`src/hw/rtl/jetp_pkg.sv`:
```
package jetp_pkg;

  // frame geometry and iteration cap
  localparam int unsigned FRAME_WIDTH  = 1000;
  localparam int unsigned FRAME_HEIGHT = 500;
  localparam int unsigned MAX_ITER     = 256;

  localparam int unsigned PX_W    = 10;
  localparam int unsigned PY_W    = 9;
  localparam int unsigned ZOOM_W  = 16;
  localparam int unsigned LIMIT_W = 9;
  localparam int unsigned COUNT_W = 9;
  localparam int unsigned Q_FRAC  = 28;

  // the limit register is 9 bits wide, so the cap never exceeds 511
  localparam int unsigned LIM_CAP = (MAX_ITER > 511) ? 511 : MAX_ITER;
  // iterations done plus one, up to 512
  localparam int unsigned CNT_W   = 10;

  // pixel offset from the frame centre, frames up to 8192 wide
  localparam int unsigned DX_W    = 13;
  // magnitude of 3*dx or 2*dy
  localparam int unsigned NUMM_W  = 14;
  localparam int unsigned NUM_W   = NUMM_W + Q_FRAC;
  // zoom times frame size
  localparam int unsigned DEN_W   = ZOOM_W + DX_W;

  localparam logic [31:0] COLOUR_STEP = 32'h0001_01DF;
  localparam logic [63:0] MAG_LIMIT   = 64'h1 << (2 * Q_FRAC + 2);

  typedef enum logic [2:0] {
    REG_C_REAL      = 3'd0,
    REG_C_IMAG      = 3'd1,
    REG_ZOOM_LEVEL  = 3'd2,
    REG_CENTER_REAL = 3'd3,
    REG_CENTER_IMAG = 3'd4,
    REG_ITER_LIMIT  = 3'd5
  } cfg_reg_e;

  typedef struct packed {
    logic [PX_W-1:0] pixel_x;
    logic [PY_W-1:0] pixel_y;
  } pixel_req_t;

  typedef struct packed {
    logic [COUNT_W-1:0] escape_count;
    logic [31:0]        pixel_colour;
    logic               escaped;
  } pixel_res_t;

  function automatic logic signed [31:0] sat_s32(input logic signed [63:0] v);
    logic signed [31:0] r;
    if (v > 64'sd2147483647) begin
      r = 32'sh7FFF_FFFF;
    end else if (v < -64'sd2147483648) begin
      r = 32'sh8000_0000;
    end else begin
      r = v[31:0];
    end
    return r;
  endfunction

endpackage

```
`src/hw/rtl/jetp_div.sv`:
```
module jetp_div #(
  parameter int unsigned NUM_W = jetp_pkg::NUM_W,
  parameter int unsigned DEN_W = jetp_pkg::DEN_W
) (
  input  logic             clk_i,
  input  logic             rst_ni,
  input  logic             start_i,
  input  logic [NUM_W-1:0] dividend_i,
  input  logic [DEN_W-1:0] divisor_i,
  output logic             done_o,
  output logic [NUM_W-1:0] quotient_o
);
  import jetp_pkg::*;

  localparam int unsigned STEP_W = $clog2(NUM_W);

  logic              busy_q;
  logic              done_q;
  logic [STEP_W-1:0] step_q;
  logic [NUM_W-1:0]  quo_q;
  logic [DEN_W-1:0]  rem_q;
  logic [DEN_W-1:0]  dvs_q;

  logic [DEN_W:0]    rem_sh;
  logic              fits;
  logic [DEN_W:0]    rem_nx;

  // restoring division, one quotient bit per cycle
  always_comb begin
    rem_sh = {rem_q, quo_q[NUM_W-1]};
    fits   = rem_sh >= {1'b0, dvs_q};
    rem_nx = fits ? (rem_sh - {1'b0, dvs_q}) : rem_sh;
  end

  always_ff @(posedge clk_i or negedge rst_ni) begin
    if (!rst_ni) begin
      busy_q <= 1'b0;
      done_q <= 1'b0;
      step_q <= '0;
    end else begin
      done_q <= 1'b0;
      if (start_i) begin
        busy_q <= 1'b1;
        step_q <= '0;
      end else if (busy_q) begin
        step_q <= step_q + STEP_W'(1);
        if (step_q == STEP_W'(NUM_W - 1)) begin
          busy_q <= 1'b0;
          done_q <= 1'b1;
        end
      end
    end
  end

  always_ff @(posedge clk_i) begin
    if (start_i) begin
      quo_q <= dividend_i;
      rem_q <= '0;
      dvs_q <= divisor_i;
    end else if (busy_q) begin
      quo_q <= {quo_q[NUM_W-2:0], fits};
      rem_q <= rem_nx[DEN_W-1:0];
    end
  end

  assign done_o     = done_q;
  assign quotient_o = quo_q;

endmodule

```
`src/hw/rtl/julia_escape_time_pixel_top.sv`:
```
// Julia set escape-time pixel. Pulse start with a pixel coordinate while busy is low;
// busy falls in the cycle the result is shown. The start point is found by two
// restoring dividers working side by side, one quotient bit a cycle, then each
// z = z^2 + c step runs through the phases P0, P1 and P2 on a single shared 32x32
// multiplier (re*re, im*im, re*im), and one more multiplier pass forms the colour.
// The result stands on result_o for exactly one cycle, flagged by result_valid_o,
// and cannot be held off: the receiver must take it in that cycle. Configuration writes
// are taken at any time (cfg_ready_o is always high) but belong in idle periods only.
module julia_escape_time_pixel_top (
  input  logic                clk_i,
  input  logic                rst_ni,
  input  logic                start,
  output logic                busy,
  input  jetp_pkg::pixel_req_t in_i,
  output logic                result_valid_o,
  output jetp_pkg::pixel_res_t result_o,
  input  logic                cfg_valid_i,
  output logic                cfg_ready_o,
  input  logic [2:0]          cfg_index_i,
  input  logic [31:0]         cfg_data_i
);
  import jetp_pkg::*;

  localparam logic [2:0] ST_IDLE   = 3'd0;
  localparam logic [2:0] ST_MAP    = 3'd1;
  localparam logic [2:0] ST_P0     = 3'd2;
  localparam logic [2:0] ST_P1     = 3'd3;
  localparam logic [2:0] ST_P2     = 3'd4;
  localparam logic [2:0] ST_COLOUR = 3'd5;

  // configuration
  logic signed [31:0]  c_real_q, c_imag_q, center_real_q, center_imag_q;
  logic [ZOOM_W-1:0]   zoom_q;
  logic [LIMIT_W-1:0]  limit_q;

  // control
  logic [2:0]          state_q;
  logic                first_q;
  logic                esc_q;
  logic                valid_q;
  logic                re_neg_q, im_neg_q;
  logic [CNT_W-1:0]    count_q;

  // datapath
  logic signed [31:0]  re_q, im_q;
  logic signed [63:0]  prod_q, rr_q;
  pixel_res_t          res_q;

  logic                accept;
  logic [ZOOM_W-1:0]   zoom_eff;
  logic signed [DX_W-1:0] dx, dy;
  logic [DX_W-1:0]     dx_abs, dy_abs;
  logic [NUMM_W-1:0]   num_re_mag, num_im_mag;
  logic [DEN_W-1:0]    den_re, den_im;
  logic                re_done, im_done;
  logic [NUM_W-1:0]    re_quo, im_quo;
  logic signed [63:0]  q_re64, q_im64, map_re64, map_im64;

  logic signed [31:0]  mul_a, mul_b;
  logic signed [63:0]  mul_p;
  logic signed [63:0]  diff64, nre64, nim64;
  logic [63:0]         mag_sum;
  logic                outside;
  logic [CNT_W-1:0]    lim;
  logic [CNT_W-1:0]    count_inc;

  assign accept      = start && !busy;
  assign busy        = (state_q != ST_IDLE);
  assign cfg_ready_o = 1'b1;

  // pixel to plane mapping operands
  always_comb begin
    zoom_eff   = (zoom_q == '0) ? ZOOM_W'(1) : zoom_q;
    dx         = $signed({{(DX_W-PX_W){1'b0}}, in_i.pixel_x}) - DX_W'(FRAME_WIDTH / 2);
    dy         = $signed({{(DX_W-PY_W){1'b0}}, in_i.pixel_y}) - DX_W'(FRAME_HEIGHT / 2);
    dx_abs     = dx[DX_W-1] ? DX_W'(-dx) : DX_W'(dx);
    dy_abs     = dy[DX_W-1] ? DX_W'(-dy) : DX_W'(dy);
    num_re_mag = NUMM_W'({dx_abs, 1'b0}) + NUMM_W'(dx_abs);
    num_im_mag = NUMM_W'({dy_abs, 1'b0});
    den_re     = DEN_W'(zoom_eff) * DEN_W'(FRAME_WIDTH);
    den_im     = DEN_W'(zoom_eff) * DEN_W'(FRAME_HEIGHT);
  end

  jetp_div #(.NUM_W(NUM_W), .DEN_W(DEN_W)) u_div_re (
    .clk_i      (clk_i),
    .rst_ni     (rst_ni),
    .start_i    (accept),
    .dividend_i ({num_re_mag, {Q_FRAC{1'b0}}}),
    .divisor_i  (den_re),
    .done_o     (re_done),
    .quotient_o (re_quo)
  );

  jetp_div #(.NUM_W(NUM_W), .DEN_W(DEN_W)) u_div_im (
    .clk_i      (clk_i),
    .rst_ni     (rst_ni),
    .start_i    (accept),
    .dividend_i ({num_im_mag, {Q_FRAC{1'b0}}}),
    .divisor_i  (den_im),
    .done_o     (im_done),
    .quotient_o (im_quo)
  );

  // quotient truncates toward zero, then the centre offset is added
  always_comb begin
    q_re64   = $signed({{(64-NUM_W){1'b0}}, re_quo});
    q_im64   = $signed({{(64-NUM_W){1'b0}}, im_quo});
    map_re64 = (re_neg_q ? -q_re64 : q_re64) + {{32{center_real_q[31]}}, center_real_q};
    map_im64 = (im_neg_q ? -q_im64 : q_im64) + {{32{center_imag_q[31]}}, center_imag_q};
  end

  // shared multiplier
  always_comb begin
    count_inc = count_q + CNT_W'(1);
    case (state_q)
      ST_P1: begin
        mul_a = im_q;
        mul_b = im_q;
      end
      ST_P2: begin
        mul_a = re_q;
        mul_b = im_q;
      end
      ST_COLOUR: begin
        mul_a = $signed(COLOUR_STEP);
        mul_b = $signed({{(32-CNT_W){1'b0}}, count_inc});
      end
      default: begin
        mul_a = re_q;
        mul_b = re_q;
      end
    endcase
    mul_p = mul_a * mul_b;
  end

  // in P2 prod_q holds im^2 and rr_q holds re^2; in P0 prod_q holds re*im
  always_comb begin
    diff64  = rr_q - prod_q;
    mag_sum = $unsigned(rr_q) + $unsigned(prod_q);
    outside = mag_sum > MAG_LIMIT;
    nre64   = (diff64 >>> Q_FRAC) + $signed({{32{c_real_q[31]}}, c_real_q});
    nim64   = (prod_q >>> (Q_FRAC - 1)) + $signed({{32{c_imag_q[31]}}, c_imag_q});
    lim     = ({1'b0, limit_q} > CNT_W'(LIM_CAP)) ? CNT_W'(LIM_CAP) : {1'b0, limit_q};
  end

  always_ff @(posedge clk_i or negedge rst_ni) begin
    if (!rst_ni) begin
      c_real_q      <= '0;
      c_imag_q      <= '0;
      zoom_q        <= ZOOM_W'(1);
      center_real_q <= '0;
      center_imag_q <= '0;
      limit_q       <= LIMIT_W'(64);
    end else if (cfg_valid_i) begin
      unique case (cfg_index_i)
        REG_C_REAL:      c_real_q      <= cfg_data_i;
        REG_C_IMAG:      c_imag_q      <= cfg_data_i;
        REG_ZOOM_LEVEL:  zoom_q        <= cfg_data_i[ZOOM_W-1:0];
        REG_CENTER_REAL: center_real_q <= cfg_data_i;
        REG_CENTER_IMAG: center_imag_q <= cfg_data_i;
        REG_ITER_LIMIT:  limit_q       <= cfg_data_i[LIMIT_W-1:0];
        default: ;
      endcase
    end
  end

  always_ff @(posedge clk_i or negedge rst_ni) begin
    if (!rst_ni) begin
      state_q  <= ST_IDLE;
      first_q  <= 1'b0;
      esc_q    <= 1'b0;
      valid_q  <= 1'b0;
      re_neg_q <= 1'b0;
      im_neg_q <= 1'b0;
    end else begin
      valid_q <= 1'b0;
      unique case (state_q)
        ST_IDLE: begin
          if (accept) begin
            re_neg_q <= dx[DX_W-1];
            im_neg_q <= dy[DX_W-1];
            state_q  <= ST_MAP;
          end
        end
        ST_MAP: begin
          if (re_done) begin
            first_q <= 1'b1;
            state_q <= ST_P0;
          end
        end
        ST_P0: begin
          first_q <= 1'b0;
          state_q <= ST_P1;
        end
        ST_P1: begin
          state_q <= ST_P2;
        end
        ST_P2: begin
          if (count_q >= lim) begin
            esc_q   <= 1'b0;
            state_q <= ST_COLOUR;
          end else if (outside) begin
            esc_q   <= 1'b1;
            state_q <= ST_COLOUR;
          end else begin
            state_q <= ST_P0;
          end
        end
        ST_COLOUR: begin
          valid_q <= 1'b1;
          state_q <= ST_IDLE;
        end
        default: begin
          state_q <= ST_IDLE;
        end
      endcase
    end
  end

  always_ff @(posedge clk_i) begin
    prod_q <= mul_p;
    case (state_q)
      ST_IDLE: begin
        count_q <= '0;
      end
      ST_MAP: begin
        if (re_done) begin
          re_q <= sat_s32(map_re64);
          im_q <= sat_s32(map_im64);
        end
      end
      ST_P0: begin
        // imaginary part of the previous step lands here
        if (!first_q) begin
          im_q <= sat_s32(nim64);
        end
      end
      ST_P1: begin
        rr_q <= prod_q;
      end
      ST_P2: begin
        if (count_q < lim && !outside) begin
          re_q    <= sat_s32(nre64);
          count_q <= count_inc;
        end
      end
      ST_COLOUR: begin
        res_q.escape_count <= count_inc[COUNT_W-1:0];
        res_q.pixel_colour <= mul_p[31:0];
        res_q.escaped      <= esc_q;
      end
      default: ;
    endcase
  end

  assign result_valid_o = valid_q;
  assign result_o       = res_q;

`ifndef SYNTHESIS
  a_single_result: assert property (@(posedge clk_i) disable iff (!rst_ni)
    result_valid_o |=> !result_valid_o)
    else $error("result strobe longer than one cycle");

  a_busy_after_request: assert property (@(posedge clk_i) disable iff (!rst_ni)
    (start && !busy) |=> busy)
    else $error("request accepted but block not busy");

  a_div_lockstep: assert property (@(posedge clk_i) disable iff (!rst_ni)
    re_done == im_done)
    else $error("dividers out of step");

  a_phase_order: assert property (@(posedge clk_i) disable iff (!rst_ni)
    (state_q == ST_P1) |=> (state_q == ST_P2))
    else $error("iteration phase skipped");

  a_colour_strobe: assert property (@(posedge clk_i) disable iff (!rst_ni)
    (state_q == ST_COLOUR) |=> (result_valid_o && !busy))
    else $error("colour pass not followed by result");
`endif

endmodule
```
`config.mk`:
```
export PLATFORM = sky130hd
export DESIGN_NAME = julia_escape_time_pixel_top
export DESIGN_NICKNAME = d
export VERILOG_FILES = /design/src/hw/rtl/jetp_pkg.sv /design/src/hw/rtl/jetp_div.sv /design/src/hw/rtl/julia_escape_time_pixel_top.sv
export SDC_FILE = /design/constraint.sdc
export NUM_CORES = 2
export LEC_CHECK = 0
export ABC_AREA = 1
export ABC_CLOCK_PERIOD_IN_PS = 18900
export CAP_MARGIN = 20
export CELL_PAD_IN_SITES_DETAIL_PLACEMENT = 1
export CELL_PAD_IN_SITES_GLOBAL_PLACEMENT = 1
export CORE_UTILIZATION = 40
export DETAILED_ROUTE_END_ITERATION = 8
export DONT_BUFFER_PORTS = 1
export PLACE_DENSITY = 0.68
export SYNTH_ARGS = -nofsm -noshare
export SYNTH_HDL_FRONTEND = slang
export SYNTH_SLANG_ARGS = --single-unit
```
`constraint.sdc`:
```
create_clock -name clk_i -period 18.9 [get_ports clk_i]
set_clock_uncertainty 0.05 [all_clocks]
set_input_delay 0.945 -clock clk_i [delete_from_list [all_inputs] [get_ports clk_i]]
set_output_delay 0.945 -clock clk_i [all_outputs]
set_load 0.01 [all_outputs]
```
Word level (Yosys, flattened, before mapping)
Cells that the tools add are included.
Cells by class
  multiply operators: 3
  mux-type cells: 53
  divide/modulo/power cells: 0
  order comparisons: 14
  add/subtract/negate cells: 18
  shift operators: 0
  reduce and logical (&&, ||, !) cells: 28
  bitwise gates (word level): 0
  equal/unequal tests: 16
Operators with widths (count)
  32-bit two-way mux: 12
  32-bit case mux with 2 select lines: 4
  64-bit adder: 3
  42-bit two-way mux: 4
  64-bit by 32-bit > comparator with 1-bit output, second input constant: 2
  64-bit by 32-bit less-than comparator with 1-bit output, second input constant: 2
  64-bit two-way mux: 2
  42-bit negation with 64-bit output: 2
  64-bit by 59-bit > comparator with 1-bit output, second input constant: 1
  32-bit by 32-bit multiplier with 64-bit output: 1
  64-bit subtractor: 1
  29-bit two-way mux: 2
  16-bit by 7-bit multiplier with 23-bit output, second input constant: 2
  37-bit by 32-bit adder with 38-bit output: 1
  38-bit by 32-bit > comparator with 1-bit output, second input constant: 1
  38-bit by 32-bit less-than comparator with 1-bit output, second input constant: 1
  36-bit by 32-bit adder with 37-bit output: 1
  37-bit by 32-bit > comparator with 1-bit output, second input constant: 1
  37-bit by 32-bit less-than comparator with 1-bit output, second input constant: 1
  30-bit by 25-bit greater-or-equal comparator with 1-bit output: 1
  30-bit by 26-bit greater-or-equal comparator with 1-bit output: 1
  29-bit by 25-bit subtractor with 29-bit output: 1
  29-bit by 26-bit subtractor with 29-bit output: 1
  13-bit two-way mux: 2
  34 further kinds: 82
Word-level totals
  bits in latches: 0
  bits in read-only memories: 0
  logic and storage cells: 165
  output and inout bits: 45
  RAM bits: 0
  input bits: 58
  register bits after elaboration: 608
  memories kept: 0

Depth between registers and ports, before layout
  depth in word-level cells: 8
  mapped depth: 42
  depth with buffers taken out: 42

Cells and area by module
Synthesis repeated with hierarchy kept, for this count alone.
Unflattened totals
  cell total of the unflattened synthesis: 13224
  area total of the unflattened synthesis: 94909.8 um^2
By module, submodules not included
  julia_escape_time_pixel_top: cells an instance 11378, instances 1, area each 81712.1 um^2, sequential area each 10717.8 um^2
  jetp_div: cells an instance 923, instances 2, area each 6598.8 um^2, sequential area each 2912.8 um^2

Worst setup path before layout
OpenSTA, ideal clock, no wires.
  path kind: register to register
  start: register state_q[2]
  end: register prod_q[60]
  required time: 18.778 ns
  path buffers: 1
  setup slack: 7.836 ns
  arrival: 10.943 ns
  library setup time: 0.072 ns
  period minus slack after synthesis: 11.064 ns
  cell stages (with the launch flop): 27
  cell sequence: dfrtp_1 > nor3_2 > inv_1 > o22ai_1 > clkinv_1 > clkbuf_1 > nor2_1 > inv_1 > fa_1 > fa_1 > fa_1 > fa_1 > inv_1 > fa_1 > fa_1 > fa_1 > fa_1 > ha_1 > a21oi_1 > inv_1 > nor2_1 > o221ai_1 > a21o_1 > nand2_1 > nand2_1 > a21oi_1 > xor2_1
Between the ends
  longest elaborated chain between the ends: 4
  elaborated cells on any way between the ends: 7
  those cells by class: mul: 1; eq/ne: 3; mux: 2; reduce/logical: 1
Ends and longest elaborated chain
  start: declaration: RTL line julia_escape_time_pixel_top.sv:37  | logic [2:0] state_q;
  start signal: assignment: RTL line julia_escape_time_pixel_top.sv:169  | state_q <= ST_IDLE;
  start signal: assignment: RTL line julia_escape_time_pixel_top.sv:182  | state_q <= ST_MAP;
  start signal: assignment: RTL line julia_escape_time_pixel_top.sv:188  | state_q <= ST_P0;
  3-bit equality test / 3-bit by 2-bit equality test with 1-bit output (equally long branches): RTL line julia_escape_time_pixel_top.sv:115  | case (state_q)
  2-bit OR reduction (no source line)
  32-bit case mux with 2 select lines: RTL line julia_escape_time_pixel_top.sv:115
  32-bit by 32-bit multiplier with 64-bit output *: RTL line julia_escape_time_pixel_top.sv:133  | mul_p = mul_a * mul_b;
  named net mul_p[60]: RTL line julia_escape_time_pixel_top.sv:60  | logic signed [63:0] mul_p;
  end signal: assignment: RTL line julia_escape_time_pixel_top.sv:221  | prod_q <= mul_p;
  end: declaration: RTL line julia_escape_time_pixel_top.sv:46  | logic signed [63:0] prod_q, rr_q;
The timed path passes the listed nets; every way through them passes the cells marked *.
A chain may end at the register's enable or synchronous reset.

Worst setup path after layout
  start: register state_q[1]
  end: register prod_q[59]
The elaborated chain is that of the path after synthesis.

==> impl_metrics.ini <==
[global_route]
grt_usage = 0.320
first_global_vias = 88651
grt_max_degree = 175
grt_remaining_overflow = 0
antenna_found_initial = 24
grt_pass1_wl_mm = 550

[cts]
clk_latency_ns = 0.68
clkSinkCount = 585
clkTransAtPathRegs_ns = 0.06
cts_tree = yes
cts_max_level = 3
cts_resized = 0
root_buffer = clkbuf_16
cts.repair_timing.setup_buffer_count = 0
clockBufferDepth = 3
cts_buffers = 73

[sta]
slew_viol_final = 0
finalSetupTns_ns = 0
setup_viol = 0
timing.fmax_mhz = 81.6
rsz0062_at_grt = false
timing.final.hold_violations = 0
timing.final.crit_share = 0.649
period_minus_slack_ns = 12.26
slew_headroom = 0.199
worst_pin_slew_ns = 1.20

[setup_path]
crit_fanout = 69
arrival_ns = 12.78
critPathLaunchType = register
slowest_stage = fa_1
crit_end = prod_q[59]
worstSetupEndpointType = register
cp.required_ns = 19.42
slowest_delay_ns = 1.00
path_class = register to register
path_depth = 28
r2r_end = prod_q[59]
startpoint = state_q[1]
crit_buf_inv = 7
timing.rr.start = state_q[1]
crit_family = adder cells
reg2regPathDepth = 28
path_common_cell = fa_1
ff2ff_setup_slack_ns = 6.64

[placed_design]
placedInstanceArea_um2 = 93500
numPortBuffers = 0
hpwl_mm = 306
gp_congestion = 0.984

[synthesis]
synth_seq_cells = 585
ys_warn_count = 0
synth-seq-area-share = 0.166
syn_area_um2 = 90000
avgSynthCellArea_um2 = 7.34
synth_edf_count = 230
synth-main-ff-cell = edfxtp_1
async_flop_share = 0.301
synthCells = 12262
synth.distinct_cells = 74

[route]
drt_first_pass_iters = 5
ant_nets = 0
vias_per_cell = 5.41
wire_per_inst_um = 24.0
drt_wl_total_mm = 365
drt_iter0_markers = 5141
vias = 82175
post-route-drc-count = 0

[floorplanning]
io_pins = 103
die_h_um = 476
die_w_um = 476
start_util = 0.404
core-area_um2 = 223000
row_count = 173
die-area_um2 = 227000

[cells_and_area]
utilization = 0.432
final_area_um2 = 96300
area_growth_pct = 6.96
drive_above_1_share = 0.0329
fillers = 28059
mostFrequentLayoutCell = nand2_1
nNetsFinal = 13981
final_cell_mix = nand2_1 (2,651), inv_1 (2,484), nor2_1 (1,465)

[outcome]
status = complete, no violations

[worst_hold_path]
min_path_type = primary input to asynchronous set/reset pin

[run]
maxCapViolCount = 0
## layout make-up
type                            instances  area, µm²  area share
Tap cell                             2975       3720      0.0387
Clock inverter                         36        469     0.00487
Multi-Input combinational cell       8839      64600       0.672
Sequential cell                       585      14900       0.155
Antenna cell                            9       22.5    0.000234
Timing Repair Buffer                  110        938     0.00975
Clock buffer                           99       2100      0.0218
Inverter                             2523       9470      0.0984
## sequential cells by signal, summed over array words and instances, names as in the netlist, 3 cells and up
register,count
u_div_re.quotient_o,42
rr_q,64
u_div_im.step_q,6
u_div_re.rem_q,29
prod_q,64
u_div_re.step_q,6
count_q,10
result_o,42
center_real_q,32
u_div_im.quotient_o,42
center_imag_q,32
u_div_im.dvs_q,23
u_div_im.rem_q,29
limit_q,9
im_q,32
state_q,3
zoom_q,16
c_imag_q,32
re_q,32
c_real_q,32
## timing repair
item	in CTS	in global routing
hold buffers	1	0
endpoints found under the setup margin	0	0
hold endpoints to repair	174	0
## kinds of logic after synthesis
group / count (synthesis) / share of synthesized area
buffers and inverters: 2842 / 0.120
xor gates and xnor gates: 446 / 0.0434
and+or+nand+nor: 4814 / 0.215
DFF: 585 / 0.166
other: 2 / 0.0000834
adders and majority gates: 1791 / 0.344
AOI/OAI and AO/OA: 1782 / 0.112
## through the flow
stage                     setup WS (ns)  hold slack, ns  cells
after global placement             7.00           0.390  15023
after global routing               5.90          0.0264  15169
after floorplan                    7.84           0.375  12266
final                              6.64          0.0522  15176
after detailed placement           6.77           0.396  15026
after CTS                          6.69          0.0107  15162
## worst reg2reg max path: cells and delay by family (launching register included)
kind                     cells  cell delay (ns)
AO/OA/AOI/OAI                4             1.28
XOR/XNOR                     1             0.14
adder cells (fa/ha/maj)      9             5.25
buffers and inverters        7             3.63
flip-flops                   1             0.46
AND/OR/NAND/NOR              7             1.34
## synth_stat cells, drive strengths merged (24+ instances only)
library cell / instances / area, µm²
o21a: 40 / 300
nand2: 2664 / 10000
xnor2: 144 / 1260
o22ai: 83 / 544
o211ai: 24 / 190
a21o: 38 / 285
clkinv: 24 / 90.1
clkbuf: 249 / 935
nand3: 382 / 1950
buf: 70 / 405
nand4: 85 / 532
dfxtp: 179 / 3580
nor3: 115 / 626
dfrtp: 174 / 4350
xor2: 302 / 2650
fa: 1142 / 22900
nor2: 1484 / 5620
edfxtp: 230 / 6910
inv: 2499 / 9380
o21bai: 41 / 312
ha: 649 / 8120
a31oi: 49 / 307
a21oi: 740 / 3800
o21ai: 625 / 3150
nor4: 29 / 200
a22oi: 64 / 480
## per-layer routing
metal  up-vias  wire length (µm)  track usage
li1      37695                 -            -
met1     41696            153000        0.409
met2      2129            173000        0.537
met3       647             17800       0.0353
met4         8             20300        0.154
met5         -                56            0
## how the worst min path moves through the flow
stage / endpoint / from / depth (start not counted) / slack, ns
floorplan: result_o[0] / esc_q / 0 / 0.38
global placement: u_div_re.rem_q[28] / u_div_re.rem_q[28] / 2 / 0.39
detailed placement: result_o[0] / esc_q / 0 / 0.40
CTS: zoom_q[0] / rst_ni / 0 / 0.01
global route: zoom_q[0] / rst_ni / 0 / 0.03
finish: limit_q[6] / rst_ni / 0 / 0.05
Power is not shown: default switching activity piles up to over one toggle a cycle in this logic, so the estimate is an artifact.
